File: src/hdl/hskt_pkg.sv
// ----------------------------------------------------------------------------
// hskt_pkg: shared types and constants
// Hash constants, default sizes and the status words passed between units.
// ----------------------------------------------------------------------------
package hskt_pkg;

  localparam int unsigned TABLE_EXP_DEF     = 10;
  localparam int unsigned MAX_KEY_BYTES_DEF = 32;

  localparam int unsigned HASH_W     = 64;
  localparam int unsigned BYTE_W     = 8;
  localparam int unsigned SLOT_IDX_W = 10;

  localparam logic [HASH_W-1:0] HASH_SEED = 64'h100;
  localparam logic [HASH_W-1:0] HASH_MULT = 64'd1111111111111111111;
  localparam logic [31:0]       MULT_LO   = HASH_MULT[31:0];
  localparam logic [31:0]       MULT_HI   = HASH_MULT[63:32];

  // job queue status
  typedef struct packed {
    logic full;
    logic empty;
  } q_stat_t;

endpackage

File: src/hdl/hskt_queue.sv
// ----------------------------------------------------------------------------
// hskt_queue: two-entry job queue with key byte banks
// Each entry owns one bank of buffered key bytes; the front fills the bank
// at the write pointer, the back reads the bank at the read pointer.
// ----------------------------------------------------------------------------
module hskt_queue #(
  parameter int unsigned MAX_KEY_BYTES = hskt_pkg::MAX_KEY_BYTES_DEF,
  localparam int unsigned LEN_W  = $clog2(MAX_KEY_BYTES + 1),
  localparam int unsigned BA_W   = (MAX_KEY_BYTES > 1) ? $clog2(MAX_KEY_BYTES) : 1
) (
  input  logic                         clk_i,
  input  logic                         rst_ni,
  input  logic                         pw_en_i,
  input  logic [BA_W-1:0]              pw_addr_i,
  input  logic [hskt_pkg::BYTE_W-1:0]  pw_data_i,
  input  logic                         job_push_i,
  input  logic [hskt_pkg::HASH_W-1:0]  job_hash_i,
  input  logic [LEN_W-1:0]             job_len_i,
  input  logic                         job_ovf_i,
  input  logic                         job_pop_i,
  input  logic [BA_W-1:0]              pr_addr_i,
  output logic [hskt_pkg::BYTE_W-1:0]  pr_data_o,
  output hskt_pkg::q_stat_t            q_stat_o,
  output logic [hskt_pkg::HASH_W-1:0]  head_hash_o,
  output logic [LEN_W-1:0]             head_len_o,
  output logic                         head_ovf_o
);
  import hskt_pkg::*;

  logic [BYTE_W-1:0] bank_mem [2**(BA_W+1)];
  logic [HASH_W-1:0] hash_q [2];
  logic [LEN_W-1:0]  len_q  [2];
  logic              ovf_q  [2];
  logic              wr_ptr_q, rd_ptr_q;
  logic [1:0]        cnt_q;

  assign q_stat_o.full  = (cnt_q == 2'd2);
  assign q_stat_o.empty = (cnt_q == 2'd0);
  assign head_hash_o = hash_q[rd_ptr_q];
  assign head_len_o  = len_q[rd_ptr_q];
  assign head_ovf_o  = ovf_q[rd_ptr_q];

  always_ff @(posedge clk_i) begin
    if (pw_en_i) bank_mem[{wr_ptr_q, pw_addr_i}] <= pw_data_i;
    pr_data_o <= bank_mem[{rd_ptr_q, pr_addr_i}];
    if (job_push_i) begin
      hash_q[wr_ptr_q] <= job_hash_i;
      len_q[wr_ptr_q]  <= job_len_i;
      ovf_q[wr_ptr_q]  <= job_ovf_i;
    end
  end

  always_ff @(posedge clk_i or negedge rst_ni) begin
    if (!rst_ni) begin
      wr_ptr_q <= 1'b0;
      rd_ptr_q <= 1'b0;
      cnt_q    <= 2'd0;
    end else begin
      if (job_push_i) wr_ptr_q <= ~wr_ptr_q;
      if (job_pop_i)  rd_ptr_q <= ~rd_ptr_q;
      cnt_q <= cnt_q + 2'(job_push_i) - 2'(job_pop_i);
    end
  end

endmodule

File: config.mk
export PLATFORM = sky130hd
export DESIGN_NAME = hskt_queue
export DESIGN_NICKNAME = d
export VERILOG_FILES = /design/src/hdl/hskt_pkg.sv /design/src/hdl/hskt_queue.sv
export SDC_FILE = /design/constraint.sdc
export NUM_CORES = 1
export LEC_CHECK = 0
export ABC_AREA = 0
export ABC_CLOCK_PERIOD_IN_PS = 4600
export BUFFER_PORTS_ARGS = -buffer_cell sky130_fd_sc_hd__buf_4
export CAP_MARGIN = 10
export CORE_ASPECT_RATIO = 0.9
export CORE_MARGIN = 5
export CORE_UTILIZATION = 60
export DETAILED_ROUTE_END_ITERATION = 10
export PLACE_DENSITY = 0.89
export SLEW_MARGIN = 20
export SYNTH_ARGS = -nofsm -noshare
export SYNTH_HDL_FRONTEND = slang
export SYNTH_SLANG_ARGS = --single-unit
File: constraint.sdc
create_clock -name clk_i -period 4.6 [get_ports clk_i]
set_input_delay 0.92 -clock clk_i [delete_from_list [all_inputs] [get_ports clk_i]]
set_output_delay 0.92 -clock clk_i [all_outputs]
set_load 0.05 [all_outputs]
==> Word level (Yosys, flattened, before mapping) <==
Memories as Yosys holds them, arrays and structs flattened. A register that Yosys moved wholly into a read port is not among the register bits.
Index checks and enable logic that the tools add are counted.
{ "totals": {"ff_bits": 4, "mem_bits_rw": 654, "inputBits": 94, "output_inout_bits": 81, "wordCells": 17, "n_memories": 4} }
{ "mem_list": {"columns": ["memory", "words", "width", "rd", "rd_ports_with_merged_regs", "write_ports", "line", "rtl"], "rows": [
  ["bank_mem", 64, 8, 1, 1, 1, "hskt_queue.sv:30", "logic [BYTE_W-1:0] bank_mem [2**(BA_W+1)];"],
  ["hash_q", 2, 64, 1, 0, 1, "hskt_queue.sv:31", "logic [HASH_W-1:0] hash_q [2];"],
  ["len_q", 2, 6, 1, 0, 1, "hskt_queue.sv:32", "logic [LEN_W-1:0] len_q [2];"],
  ["ovf_q", 2, 1, 1, 0, 1, "hskt_queue.sv:33", "logic ovf_q [2];"]
]} }
{ "classes": {"n_addsub": 2, "eq_ne": 1, "n_mux": 4, "bitwise": 2, "n_reduce_logical": 1} }
{ "op_table": {"columns": ["operator", "n"], "rows": [
  ["1-bit 2-to-1 mux", 4],
  ["2-bit by 1-bit adder with 2-bit output", 1],
  ["2-bit equality test, second input constant", 1],
  ["2-bit zero test", 1],
  ["1-bit inverter", 2],
  ["2-bit by 1-bit subtractor with 2-bit output", 1]
]} }

==> Depth between registers and ports, before layout <==
{ "logic_depth": {"ltp_word": 2, "depth_mapped": 8} }

==> Worst setup path before layout <==
OpenSTA, ideal clock, no wires.
{ "synth_path": {"path_type": "input to register", "start": "in job_push_i", "end": "mem hash_q[0][0], enable pin", "setup_time_ps": 508, "t_arrival_ps": 4033, "path_slack_ps": 59, "stages": 1, "cell_sequence": "nor2b_1"} }
{ "synth_via": {"elab_chain_len": 2} }
{ "synth_rtl": {"columns": ["item", "line", "rtl"], "rows": [
  ["start, declared", "hskt_queue.sv:16", "input logic job_push_i,"],
  ["1-bit 2-to-1 mux", "hskt_queue.sv:46", "if (job_push_i) begin"],
  ["1-bit 2-to-1 mux (not written as such)", "hskt_queue.sv:47", "hash_q[wr_ptr_q] <= job_hash_i;"],
  ["end, declared", "hskt_queue.sv:31", null]
]} }
Every way passes these cells.

==> Worst setup path after layout <==
{ "layout_path": {"start": "reg rd_ptr_q", "end": "out head_hash_o[16] (netlist bit)"} }
{ "layout_via": {"elab_chain_len": 1} }
{ "layout_rtl": {"columns": ["item", "line", "rtl"], "rows": [
  ["start, declared", "hskt_queue.sv:34", "logic wr_ptr_q, rd_ptr_q;"],
  ["start signal, assigned", "hskt_queue.sv:60", "if (job_pop_i) rd_ptr_q <= ~rd_ptr_q;"],
  ["memory read 2 x 64 bit", null, null],
  ["end, declared", "hskt_queue.sv:24", "output logic [hskt_pkg::HASH_W-1:0] head_hash_o,"]
]} }
Every way passes these cells.

==> results.sh <==
export IMPL_outcome="finished, final reports clean"
export IMPL_worst_pin_slew_ns=1.012
export IMPL_cts_setup_buffers=0
export IMPL_dr_pass1_iters=6
export IMPL_syn_avg_cell_area_sq_um=21.77
export IMPL_critPathSlowestCell="dfrtp_4"
export IMPL_finalMaxSlewViolations=0
export IMPL_vdd_drop_max_uv=508.7
export IMPL_synth_yosys_warnings=0
export IMPL_max_freq_ghz=0.3007
export IMPL_start_util_pct=60.54
export IMPL_slowest_delay_ns=0.80
export IMPL_portBuffers=174
export IMPL_rsz0062_at_grt="no"
export IMPL_synth_area_sq_mm=0.02528
export IMPL_die_h_um=204.7
export IMPL_period_share_pct=72.31
export IMPL_finalSetupTns_ns=0
export IMPL_crit_type="reg2out"
export IMPL_hold_path_class="in2async"
export IMPL_reg2reg_to="bank_mem[36][3]"
export IMPL_antenna_left=0
export IMPL_cts_buffer_depth=3
export IMPL_seq_area_frac_synth_pct=78.72
export IMPL_drcViolationCount=0
export IMPL_track_usage_pct=25.95
export IMPL_grt_pass1_vias=13370
export IMPL_dpl_hpwl_um=33980
export IMPL_setup_viol=0
export IMPL_synth_top_area_cell="edfxtp_1"
export IMPL_critPathMaxFanout=44
export IMPL_ios=175
export IMPL_p_per_area_mw_per_mm2=528.0
export IMPL_cts_resized=0
export IMPL_r2r_start="wr_ptr_q"
export IMPL_r2r_cells=3
export IMPL_p_leak_nw=9.549
export IMPL_grt_overflow=0
export IMPL_synth_seq_cells=666
export IMPL_critPathRequiredTime_ns=3.68
export IMPL_cts_root_buf="clkbuf_16"
export IMPL_cts_tree="yes"
export IMPL_holdWs_ns=0.1103
export IMPL_fin_skew_ns=0.03854
export IMPL_cts_buffers=60
export IMPL_hold_viol_final=0
export IMPL_drive_gt1_share_pct=35.16
export IMPL_crit_top_cell="buf_4"
export IMPL_num_fill_cells=2294
export IMPL_ys_types=33
export IMPL_cp_start_kind="flip-flop"
export IMPL_finalWorstSetupSlack_ns=1.274
export IMPL_place_congestion=0.8893
export IMPL_clk_pin_slew_ns=0.06
export IMPL_cts_hold_buf=0
export IMPL_insertion_delay_ns=0.63
export IMPL_htree_levels=2
export IMPL_endpoint_kind="primary output"
export IMPL_fin_util_pct=69.89
export IMPL_grt_pass1_wl_um=88360
export IMPL_dp_cells=1841
export IMPL_yosysTopAreaCellShare_pct=77.70
export IMPL_fin_cells=1953
export IMPL_num_rows=71
export IMPL_rrSetupSlack_ns=1.63
export IMPL_drtIter0Drc=1918
export IMPL_grt_max_degree=66
export IMPL_place_ws_ns=1.298
export IMPL_antenna_found_initial=1
export IMPL_crit_chain="buf_4 -> mux2_2 -> buf_4"
export IMPL_syn_inst=1161
export IMPL_area_growth_syn_to_layout_pct=15.44
export IMPL_detail_route_wl_per_cell_um=30.77
export IMPL_avgViaCountPerCell=6.625
export IMPL_min_period_ns=3.326
export IMPL_core_sq_mm=0.04175
export IMPL_yosys_top_cells_area="edfxtp_1 78%, mux4_2 11%, mux2_2 3.6%, a22oi_1 1.2%, nor2_1 1.0%"
export IMPL_syn_nets=1257
export IMPL_relSlewSlack_pct=32.28
export IMPL_cts_sinks=666
export IMPL_dieArea_sq_mm=0.04634
export IMPL_die_w_um=226.4
export IMPL_num_vias=12940
export IMPL_maxCapViolCount=0
export IMPL_wirelength_um=60090
export IMPL_worst_ep_arrival_time_ns=2.41
export IMPL_final_nets=1452
## power breakdown
group          switching [W]  internal (W)  total, W
Sequential          0.000218       0.00705   0.00727
Clock                0.00221       0.00302   0.00523
Combinational        0.00197      0.000941   0.00291
## synthesized netlist by cell type (all sizes together)
| cell type | n |
|---|---|
| a221o | 3 |
| a22oi | 40 |
| and2 | 3 |
| buf | 27 |
| clkbuf | 30 |
| dfrtp | 4 |
| dfxtp | 8 |
| edfxtp | 654 |
| ha | 2 |
| inv | 2 |
| mux2 | 81 |
| mux2i | 8 |
| mux4 | 128 |
| nand2 | 31 |
| nand2b | 6 |
| nand3 | 5 |
| nand3b | 3 |
| nand4 | 1 |
| nor2 | 70 |
| nor2b | 11 |
| nor3 | 2 |
| nor4bb | 1 |
| o21ai | 16 |
| o22a | 3 |
| o22ai | 8 |
| o31ai | 5 |
| o32ai | 3 |
| or3 | 2 |
| xnor2 | 2 |
| xor2 | 2 |
## registers in the layout, summed over array words and instances (netlist names)
signal,cells
wr_ptr_q,1
hash_q,128
bank_mem,512
len_q,12
rd_ptr_q,1
ovf_q,2
pr_data_o,8
cnt_q,2
## area by class of cell
| class | instances | area, sq um | share of cell area [%] |
|---|---|---|---|
| Timing Repair Buffer | 190 | 1445 | 4.953 |
| Sequential cell | 666 | 19900 | 68.21 |
| Inverter | 2 | 7.507 | 0.02573 |
| Clock inverter | 42 | 516.7 | 1.771 |
| Tap cell | 547 | 684.4 | 2.346 |
| Antenna cell | 1 | 2.502 | 0.008576 |
| Clock buffer | 69 | 1535 | 5.261 |
| Multi-Input combinational cell | 436 | 5085 | 17.43 |
## layer usage
metal,share of wire (%),GRT usage (%),vias to the layer above
li1,-,-,5191
met1,35,35.46,6534
met2,50,42.44,1034
met3,11,4.671,179
met4,4.6,10.40,0
met5,0,0,-
## logic make-up (layout without fill, tap and decap cells)
group                      count (synthesis)  in the layout  share of synthesized area [%]
muxes                                    217            217                          15.33
DFF                                      666            666                          78.72
and+or+nand+nor                          135            135                          2.336
xor gates and xnor gates                   4              4                         0.1386
adders and majority gates                  2              2                        0.09898
buffers and inverters                     59            303                          1.193
other                                      0              1                              0
AOI/OAI and AO/OA                         78             78                          2.178
## cell usage in the layout (no fill, tap or decap), drive strengths merged, types with 4 or more instances in the layout
master / n
edfxtp: 654
buf: 189
mux4: 128
mux2: 81
nor2: 70
clkbuf: 70
a22oi: 40
nand2: 31
clkinv: 27
o21ai: 16
bufinv: 11
nor2b: 11
mux2i: 8
o22ai: 8
dfxtp: 8
nand2b: 6
o31ai: 5
nand3: 5
dfrtp: 4
## metrics by stage
step | power, W | instance area [sq um]
2_1_floorplan | 0.009293 | 25280
3_3_place_gp | 0.01017 | 27120
3_5_place_dp | 0.01026 | 27120
4_1_cts | 0.01544 | 29180
5_1_grt | 0.01584 | 29180
6_report | 0.01541 | 29180
## worst max path at each step
stage | slack (ns) | cells past startpoint | to | from
6_report | 1.27 | 3 | head_hash_o[16] | rd_ptr_q
5_1_grt | 1.19 | 3 | head_hash_o[30] | rd_ptr_q
4_1_cts | 1.23 | 3 | head_hash_o[33] | rd_ptr_q
3_5_place_dp | 1.30 | 7 | pr_data_o[2] | pr_addr_i[0]
3_3_place_gp | 1.32 | 7 | pr_data_o[2] | pr_addr_i[0]
2_1_floorplan | 0.06 | 1 | hash_q[0][0] | job_push_i
## critical path: cells and delay by family, from the launching register on
| family | cells | cell delay, ns |
|---|---|---|
| DFF | 1 | 0.80 |
| buffers and inverters | 2 | 0.59 |
| muxes | 1 | 0.39 |
(Power assumes the default switching activity.)
