<file path="config.mk">
export PLATFORM = sky130hd
export DESIGN_NAME = hskt_front
export DESIGN_NICKNAME = d
export VERILOG_FILES = /design/src/hdl/hskt_pkg.sv /design/src/hdl/hskt_front.sv
export SDC_FILE = /design/constraint.sdc
export NUM_CORES = 2
export LEC_CHECK = 0
export ABC_CLOCK_PERIOD_IN_PS = 11190
export BUFFER_PORTS_ARGS = -buffer_cell sky130_fd_sc_hd__buf_4
export CORE_ASPECT_RATIO = 1.2
export CORE_UTILIZATION = 59
export CTS_CLUSTER_DIAMETER = 100
export DETAILED_ROUTE_END_ITERATION = 8
export PLACE_DENSITY = 0.79
export SLEW_MARGIN = 20
export SYNTH_ARGS = -nofsm -noshare
export SYNTH_HDL_FRONTEND = slang
export SYNTH_SLANG_ARGS = --single-unit
</file>
<file path="constraint.sdc">
create_clock -name clk_i -period 11.19 [get_ports clk_i]
set_clock_uncertainty 0.15 [all_clocks]
set_input_delay 1.6785 -clock clk_i [delete_from_list [all_inputs] [get_ports clk_i]]
set_output_delay 1.6785 -clock clk_i [all_outputs]
set_load 0.02 [all_outputs]
</file>
<file path="src/hdl/hskt_pkg.sv">
// ----------------------------------------------------------------------------
// hskt_pkg: shared types and constants
// Hash constants, default sizes and the status words passed between units.
// ----------------------------------------------------------------------------
package hskt_pkg;

  localparam int unsigned TABLE_EXP_DEF     = 10;
  localparam int unsigned MAX_KEY_BYTES_DEF = 32;

  localparam int unsigned HASH_W     = 64;
  localparam int unsigned BYTE_W     = 8;
  localparam int unsigned SLOT_IDX_W = 10;

  localparam logic [HASH_W-1:0] HASH_SEED = 64'h100;
  localparam logic [HASH_W-1:0] HASH_MULT = 64'd1111111111111111111;
  localparam logic [31:0]       MULT_LO   = HASH_MULT[31:0];
  localparam logic [31:0]       MULT_HI   = HASH_MULT[63:32];

  // job queue status
  typedef struct packed {
    logic full;
    logic empty;
  } q_stat_t;

endpackage

</file>
<file path="src/hdl/hskt_front.sv">
// ----------------------------------------------------------------------------
// hskt_front: byte intake and running hash
// Takes key bytes, keeps the 64-bit hash with one shared 32x32 multiplier
// through states MUL1, MUL2 and MUL3, buffers bytes and pushes a lookup job on the last byte.
// ----------------------------------------------------------------------------
module hskt_front #(
  parameter int unsigned MAX_KEY_BYTES = hskt_pkg::MAX_KEY_BYTES_DEF,
  localparam int unsigned LEN_W  = $clog2(MAX_KEY_BYTES + 1),
  localparam int unsigned BA_W   = (MAX_KEY_BYTES > 1) ? $clog2(MAX_KEY_BYTES) : 1
) (
  input  logic                         clk_i,
  input  logic                         rst_ni,
  input  logic                         push_i,
  input  logic [hskt_pkg::BYTE_W-1:0]  key_byte_i,
  input  logic                         last_byte_i,
  input  hskt_pkg::q_stat_t            q_stat_i,
  input  logic                         clearing_i,
  output logic                         full_o,
  output logic                         pw_en_o,
  output logic [BA_W-1:0]              pw_addr_o,
  output logic [hskt_pkg::BYTE_W-1:0]  pw_data_o,
  output logic                         job_push_o,
  output logic [hskt_pkg::HASH_W-1:0]  job_hash_o,
  output logic [LEN_W-1:0]             job_len_o,
  output logic                         job_ovf_o
);
  import hskt_pkg::*;

  typedef enum logic [3:0] {
    F_IDLE = 4'b0001,
    F_MUL1 = 4'b0010,
    F_MUL2 = 4'b0100,
    F_MUL3 = 4'b1000
  } front_state_e;

  front_state_e      state_q, state_d;
  logic [HASH_W-1:0] hash_q, hash_d;
  logic [LEN_W-1:0]  len_q, len_d;
  logic              ovf_q, ovf_d;
  logic              last_q;
  logic [HASH_W-1:0] x_q;
  logic [HASH_W-1:0] lo_q;
  logic [31:0]       cross_q;
  logic [31:0]       mul_a, mul_b;
  logic [HASH_W-1:0] prod;
  logic [HASH_W-1:0] hash_new;
  logic              accept;
  logic              room;

  assign full_o  = (state_q != F_IDLE) || q_stat_i.full || clearing_i;
  assign accept  = push_i && !full_o;
  assign room    = (len_q != LEN_W'(MAX_KEY_BYTES));

  assign pw_en_o   = accept && room;
  assign pw_addr_o = len_q[BA_W-1:0];
  assign pw_data_o = key_byte_i;

  // low 64 bits of x * MULT from three partial products
  assign mul_a    = (state_q == F_MUL3) ? x_q[63:32] : x_q[31:0];
  assign mul_b    = (state_q == F_MUL2) ? MULT_HI : MULT_LO;
  assign prod     = 64'(mul_a) * 64'(mul_b);
  assign hash_new = {lo_q[63:32] + cross_q + prod[31:0], lo_q[31:0]};

  assign job_push_o = (state_q == F_MUL3) && last_q;
  assign job_hash_o = hash_new;
  assign job_len_o  = len_q;
  assign job_ovf_o  = ovf_q;

  always_comb begin
    state_d = state_q;
    hash_d  = hash_q;
    len_d   = len_q;
    ovf_d   = ovf_q;
    case (state_q)
      F_IDLE: begin
        if (accept) begin
          state_d = F_MUL1;
          if (room) len_d = len_q + LEN_W'(1);
          else      ovf_d = 1'b1;
        end
      end
      F_MUL1: state_d = F_MUL2;
      F_MUL2: state_d = F_MUL3;
      F_MUL3: begin
        state_d = F_IDLE;
        if (last_q) begin
          hash_d = HASH_SEED;
          len_d  = '0;
          ovf_d  = 1'b0;
        end else begin
          hash_d = hash_new;
        end
      end
      default: state_d = F_IDLE;
    endcase
  end

  always_ff @(posedge clk_i or negedge rst_ni) begin
    if (!rst_ni) begin
      state_q <= F_IDLE;
      hash_q  <= HASH_SEED;
      len_q   <= '0;
      ovf_q   <= 1'b0;
    end else begin
      state_q <= state_d;
      hash_q  <= hash_d;
      len_q   <= len_d;
      ovf_q   <= ovf_d;
    end
  end

  always_ff @(posedge clk_i) begin
    if (accept) begin
      x_q    <= hash_q ^ HASH_W'(key_byte_i);
      last_q <= last_byte_i;
    end
    if (state_q == F_MUL1) lo_q    <= prod;
    if (state_q == F_MUL2) cross_q <= prod[31:0];
  end

endmodule

</file>
# Word-level counts from Yosys, hierarchy flattened
# Cells that the tools add are included.
# classes
add_sub_neg,3
multipliers,1
n_eq_ne,10
muxes,13
bitwise_logic,1
n_reduce_logical,9
# op_table
operator,count
adder 32 bit,2
2-to-1 mux 64 bit,1
bitwise XOR 64 x 8 -> 64 bit,1
multiplier 32 x 30 -> 62 bit,1
2-to-1 mux 32 bit,1
2-to-1 mux 30 bit,1
2-to-1 mux 6 bit,3
case mux 4 bit (3 select lines),1
case mux 6 bit (2 select lines),1
inequality test 2 bit (second input constant),4
AND reduction 4 bit,2
adder 6 x 1 -> 6 bit (second input constant),1
inequality test 6 bit (second input constant),1
== test 4 x 1 -> 1 bit (second input constant),1
== test 4 x 2 -> 1 bit (second input constant),1
== test 4 x 3 -> 1 bit (second input constant),1
== test 4 bit (second input constant),1
2-to-1 mux 4 bit,1
inequality test 4 x 1 -> 1 bit (second input constant),1
logical AND 1 bit,3
2-to-1 mux 1 bit,3
logical OR 1 bit,2
case mux 1 bit (2 select lines),1
nonzero test 2 bit,1
zero test 1 bit,1
# word_totals
regBits,236
inputBits,15
wordCells,45

# Logic depth before layout (Yosys ltp)
# logic_depth
word_depth,7
mapped_depth,40

# Worst setup path after synthesis
# OpenSTA, ideal clock, no wires.
# synth_path
kind,register -> output
from,reg state_q[1]
to,out job_hash_o[61] in the netlist's numbering
arrival_ns,10.275
setup_slack_ns,-0.913
path_stages_with_launch,40
path_buffers,3
cell_sequence,dfrtp_1 -> nor4b_1 -> buf_2 -> buf_2 -> clkbuf_1 -> nand2_1 -> nand2_1 -> inv_1 -> nor2_1 -> ha_1 -> fa_1 -> fa_1 -> inv_1 -> fa_1 -> inv_1 -> fa_1 -> inv_1 -> fa_1 -> [... 4 more ...] -> a21o_1 -> a21o_1 -> a21o_1 -> a41oi_1 -> o21ai_0 -> a21o_1 -> a21o_1 -> xnor2_1 -> fa_1 -> inv_1 -> ha_1 -> a21o_1 -> a21oi_1 -> a21bo_2 -> a41oi_1 -> nor2_1 -> a21oi_1 -> xor2_1
# synth_via
elab_chain_len,4
word_cells_on_any_way,6
cone_classes,1 x add/sub; 1 x mul; 2 x eq/ne; 2 x mux
# synth_lines
element,line_no,source
"start, declared",hskt_front.sv:36,"front_state_e state_q, state_d;"
"start signal, assigned",hskt_front.sv:105,state_q <= state_d;
== test 4 bit or == test 4 x 3 -> 1 bit (tied branches),"hskt_front.sv:59, hskt_front.sv:60",
2-to-1 mux 32 bit or 2-to-1 mux 30 bit (tied branches),"hskt_front.sv:59, hskt_front.sv:60",
multiplier 32 x 30 -> 62 bit *,hskt_front.sv:61,assign prod = 64'(mul_a) * 64'(mul_b);
adder 32 bit *,hskt_front.sv:62,"assign hash_new = {lo_q[63:32] + cross_q + prod[31:0], lo_q[31:0]};"
"end, declared",hskt_front.sv:23,"output logic [hskt_pkg::HASH_W-1:0] job_hash_o,"
# Mark *: on every way between the ends. The rest lies on a longest branch, timed or not.

# Worst setup path after layout
# layout_path
from,reg state_q[1]
to,out job_hash_o[61] in the netlist's numbering
# layout_via
elab_chain_len,4
word_cells_on_any_way,6
cone_classes,1 x add/sub; 1 x mul; 2 x eq/ne; 2 x mux
# layout_lines
element,line_no,source
== test 4 bit or == test 4 x 3 -> 1 bit (tied branches),"hskt_front.sv:59, hskt_front.sv:60",
2-to-1 mux 32 bit or 2-to-1 mux 30 bit (tied branches),"hskt_front.sv:59, hskt_front.sv:60",
multiplier 32 x 30 -> 62 bit *,hskt_front.sv:61,
via prod[22],hskt_front.sv:45,logic [HASH_W-1:0] prod;
adder 32 bit *,hskt_front.sv:62,
# Mark *: on every way through the listed nets, which the timed path passes. The rest lies on a longest branch.

==> results.toml <==
[synthesis]
yosysWarnings = 0
synthTopCellsByArea = "fa_1, ha_1, edfxtp_1"
avgSynthCellArea_um2 = 10.72
synth_top_area_cell = "fa_1"
synth_compound_area_share_pct = 7.069
synth_top_family_by_area = "adder cells"
netlist.area_leader.share_pct = 38.31
synth_edf_count = 159
synth-seq-cells = 234
synthAdderAreaFrac_pct = 53.32
synth_cell_types = 68
synth_xor_area_share_pct = 2.755
syn-instance-count = 3174
yosysSeqAreaShare_pct = 19.56
synth.cell_area_um2 = 34020
synthMuxAreaShare_pct = 0.6804
synth_flop_cell = "edfxtp_1"
async_flop_share_pct = 32.05
synthSimpleGateAreaFrac_pct = 6.179

[floorplanning]
coreArea_um2 = 57050
ios = 102
dieArea_um2 = 58630
die_h_um = 265.0
core.rowCount = 96
die_width_um = 221.2
start_util_pct = 59.63

[grt]
grt_pass1_vias = 28230
overflow = 0
grt_pass1_wl_um = 160800
grt_max_degree = 70
track_usage_pct = 36.91
grt_antenna_before_repair = 0

[final_layout]
area_growth_pct = 24.27
final_cell_mix = "inv_1, fa_1, buf_4"
fin_util_pct = 74.10
fill_cells = 3497
final_nets = 4820
multiInputGateArea_um2 = 25930
mostFrequentLayoutCell = "inv_1"
drive_above_1_share_pct = 26.54
regArea_um2 = 6655

[setup_path]
reg2reg_depth = 31
arrival_ns = 10.16
cp-end-kind = "output port"
worstSetupPathType = "flop to output port"
r2r_start = "state_q[1]"
worst-r2r-setup-slack_ns = 1.15
critPathMostFrequentCell = "fa_1"
critPathCapture = "job_hash_o[61]"
cp-start-kind = "flop"
max_stage_delay_ns = 0.58
critPathSlowestCell = "fa_2"
cp-startpoint = "state_q[1]"
r2r_end = "lo_q[56]"
critical_path_required_ns = 9.36
path_max_fanout = 5

[routing]
via_per_inst = 5.832
num_vias = 26220
detail_route.drc_violations = 0
drt_pass1_iterations = 6
routed_wl_um = 111100
drtAntennaViolNets = 0
wl_per_cell_um = 24.71
drt-initial-drc-count = 2432

[timing]
final_max_slew_viol_count = 0
timing.slew.headroom_pct = 18.84
worst_slack_ns = -0.8035
min_period_ns = 11.99
rsz0062_at_grt = "true"
setup_viol = 16
worst_pin_slew_ns = 1.184
hold_viol = 0
fmax_mhz = 83.38
post-route-period-util_pct = 107.2

[clock_network]
cts_tree = "yes"
htree_levels = 1
clkSinkCount = 234
clk_pin_slew_ns = 0.07
insertion_delay_ns = 0.52
cts_root_buf = "clkbuf_16"
cts_buffers = 20
ctsLongestPathBuffers = 3

[placement]
portBuffers = 100
pre_cts_slack_ns = -0.3793
dpl.hpwl_um = 84620
place_congestion = 0.9897

[run]
drv_cap = 0

[worst_hold_path]
min_path_type = "flop to flop"

[status]
violations = "negative setup slack"
status = "complete, but fails checks"
[area by class of cell]
type,instances,area share [%]
Tap cell,735,2.175
Multi-Input combinational cell,2068,61.33
Inverter,798,7.162
Clock buffer,31,1.506
Antenna cell,1,0.005919
Timing Repair Buffer,624,12.02
Sequential cell,234,15.74
Clock inverter,5,0.05623
[layer usage]
metal | track usage, % | vias up | share of wire (%)
li1 | - | 11010 | -
met1 | 43.40 | 13190 | 33
met2 | 63.92 | 1530 | 49
met3 | 3.822 | 499 | 7.4
met4 | 26.03 | 0 | 10
met5 | 0 | - | 0
[registers in the layout (all words and copies together), names as in the netlist]
signal,flops
cross_q,32
x_q,64
hash_q,64
last_q,1
state_q,4
lo_q,62
job_len_o,6
job_ovf_o,1
[through the flow]
stage / TNS [ns] / hold slack [ns] / cell area (µm²) / instances
2_1_floorplan: 0 / 0.2671 / 34300 / 3199
3_3_place_gp: -1.079 / 0.2698 / 38870 / 4376
3_5_place_dp: -1.561 / 0.2822 / 38870 / 4376
4_1_cts: -2.966 / 0.2982 / 41140 / 4461
5_1_grt: -9.499 / 0.3049 / 42270 / 4495
6_report: -7.078 / 0.2968 / 42280 / 4496
[cell usage after synthesis, drive strengths merged (3+ instances only)]
cell,count
nand2,191
clkbuf,44
a211oi,10
mux2i,22
o21ai,85
or3,4
and3,13
nand2b,12
nor2b,9
xor2,45
ha,408
inv,797
edfxtp,159
a22o,28
a41oi,6
dfrtp,73
nor2,175
or2,9
a31oi,14
a211o,3
nand4,9
buf,55
fa,651
and2,9
a21oi,96
a21o,61
or4,3
nor4b,4
o21bai,18
o211ai,5
o31ai,8
xnor2,62
nand3b,4
nand3,22
a221oi,3
nor3,17
o21a,10
[how the worst min path moves through the flow]
stage                     startpoint      end  slack [ns]  cells past startpoint
after floorplan           hash_q[49]  x_q[49]        0.27                      0
after global placement    hash_q[49]  x_q[49]        0.27                      0
after detailed placement  hash_q[28]  x_q[28]        0.28                      0
after CTS                  hash_q[9]   x_q[9]        0.30                      0
after global routing      hash_q[28]  x_q[28]        0.30                      0
final                     hash_q[34]  x_q[34]        0.30                      0
[kinds of logic (layout without fill, tap and decap cells)]
| kind of cell | after synthesis | in the layout |
|---|---|---|
| fa+ha+maj | 1059 | 1059 |
| buf+inv | 897 | 1458 |
| simple gates | 485 | 485 |
| compound gates | 367 | 367 |
| flops | 234 | 234 |
| xor+xnor | 107 | 107 |
| mux | 23 | 23 |
| other cells | 2 | 28 |
[worst max-delay path: cells and delay by family, from the launching register on]
family	cells	cell delay, ns
xor gates and xnor gates	2	0.42
DFF	1	0.44
adders and majority gates	11	4.55
buffers and inverters	12	1.56
and+or+nand+nor	5	1.16
muxes	1	0.21
AOI/OAI and AO/OA	7	1.28
[timing repair]
item	4_1_cts	5_1_grt
setup buffers	51	40
hold buffers	0	0
pin swaps	135	81
endpoints found under the setup margin	19	18
cloned	2	0
hold endpoints to repair	0	0
gates resized for setup	245	179
Power is left out: the tool's default activity adds up to more than one toggle a clock period on the data nets, which glitch-free logic cannot reach.
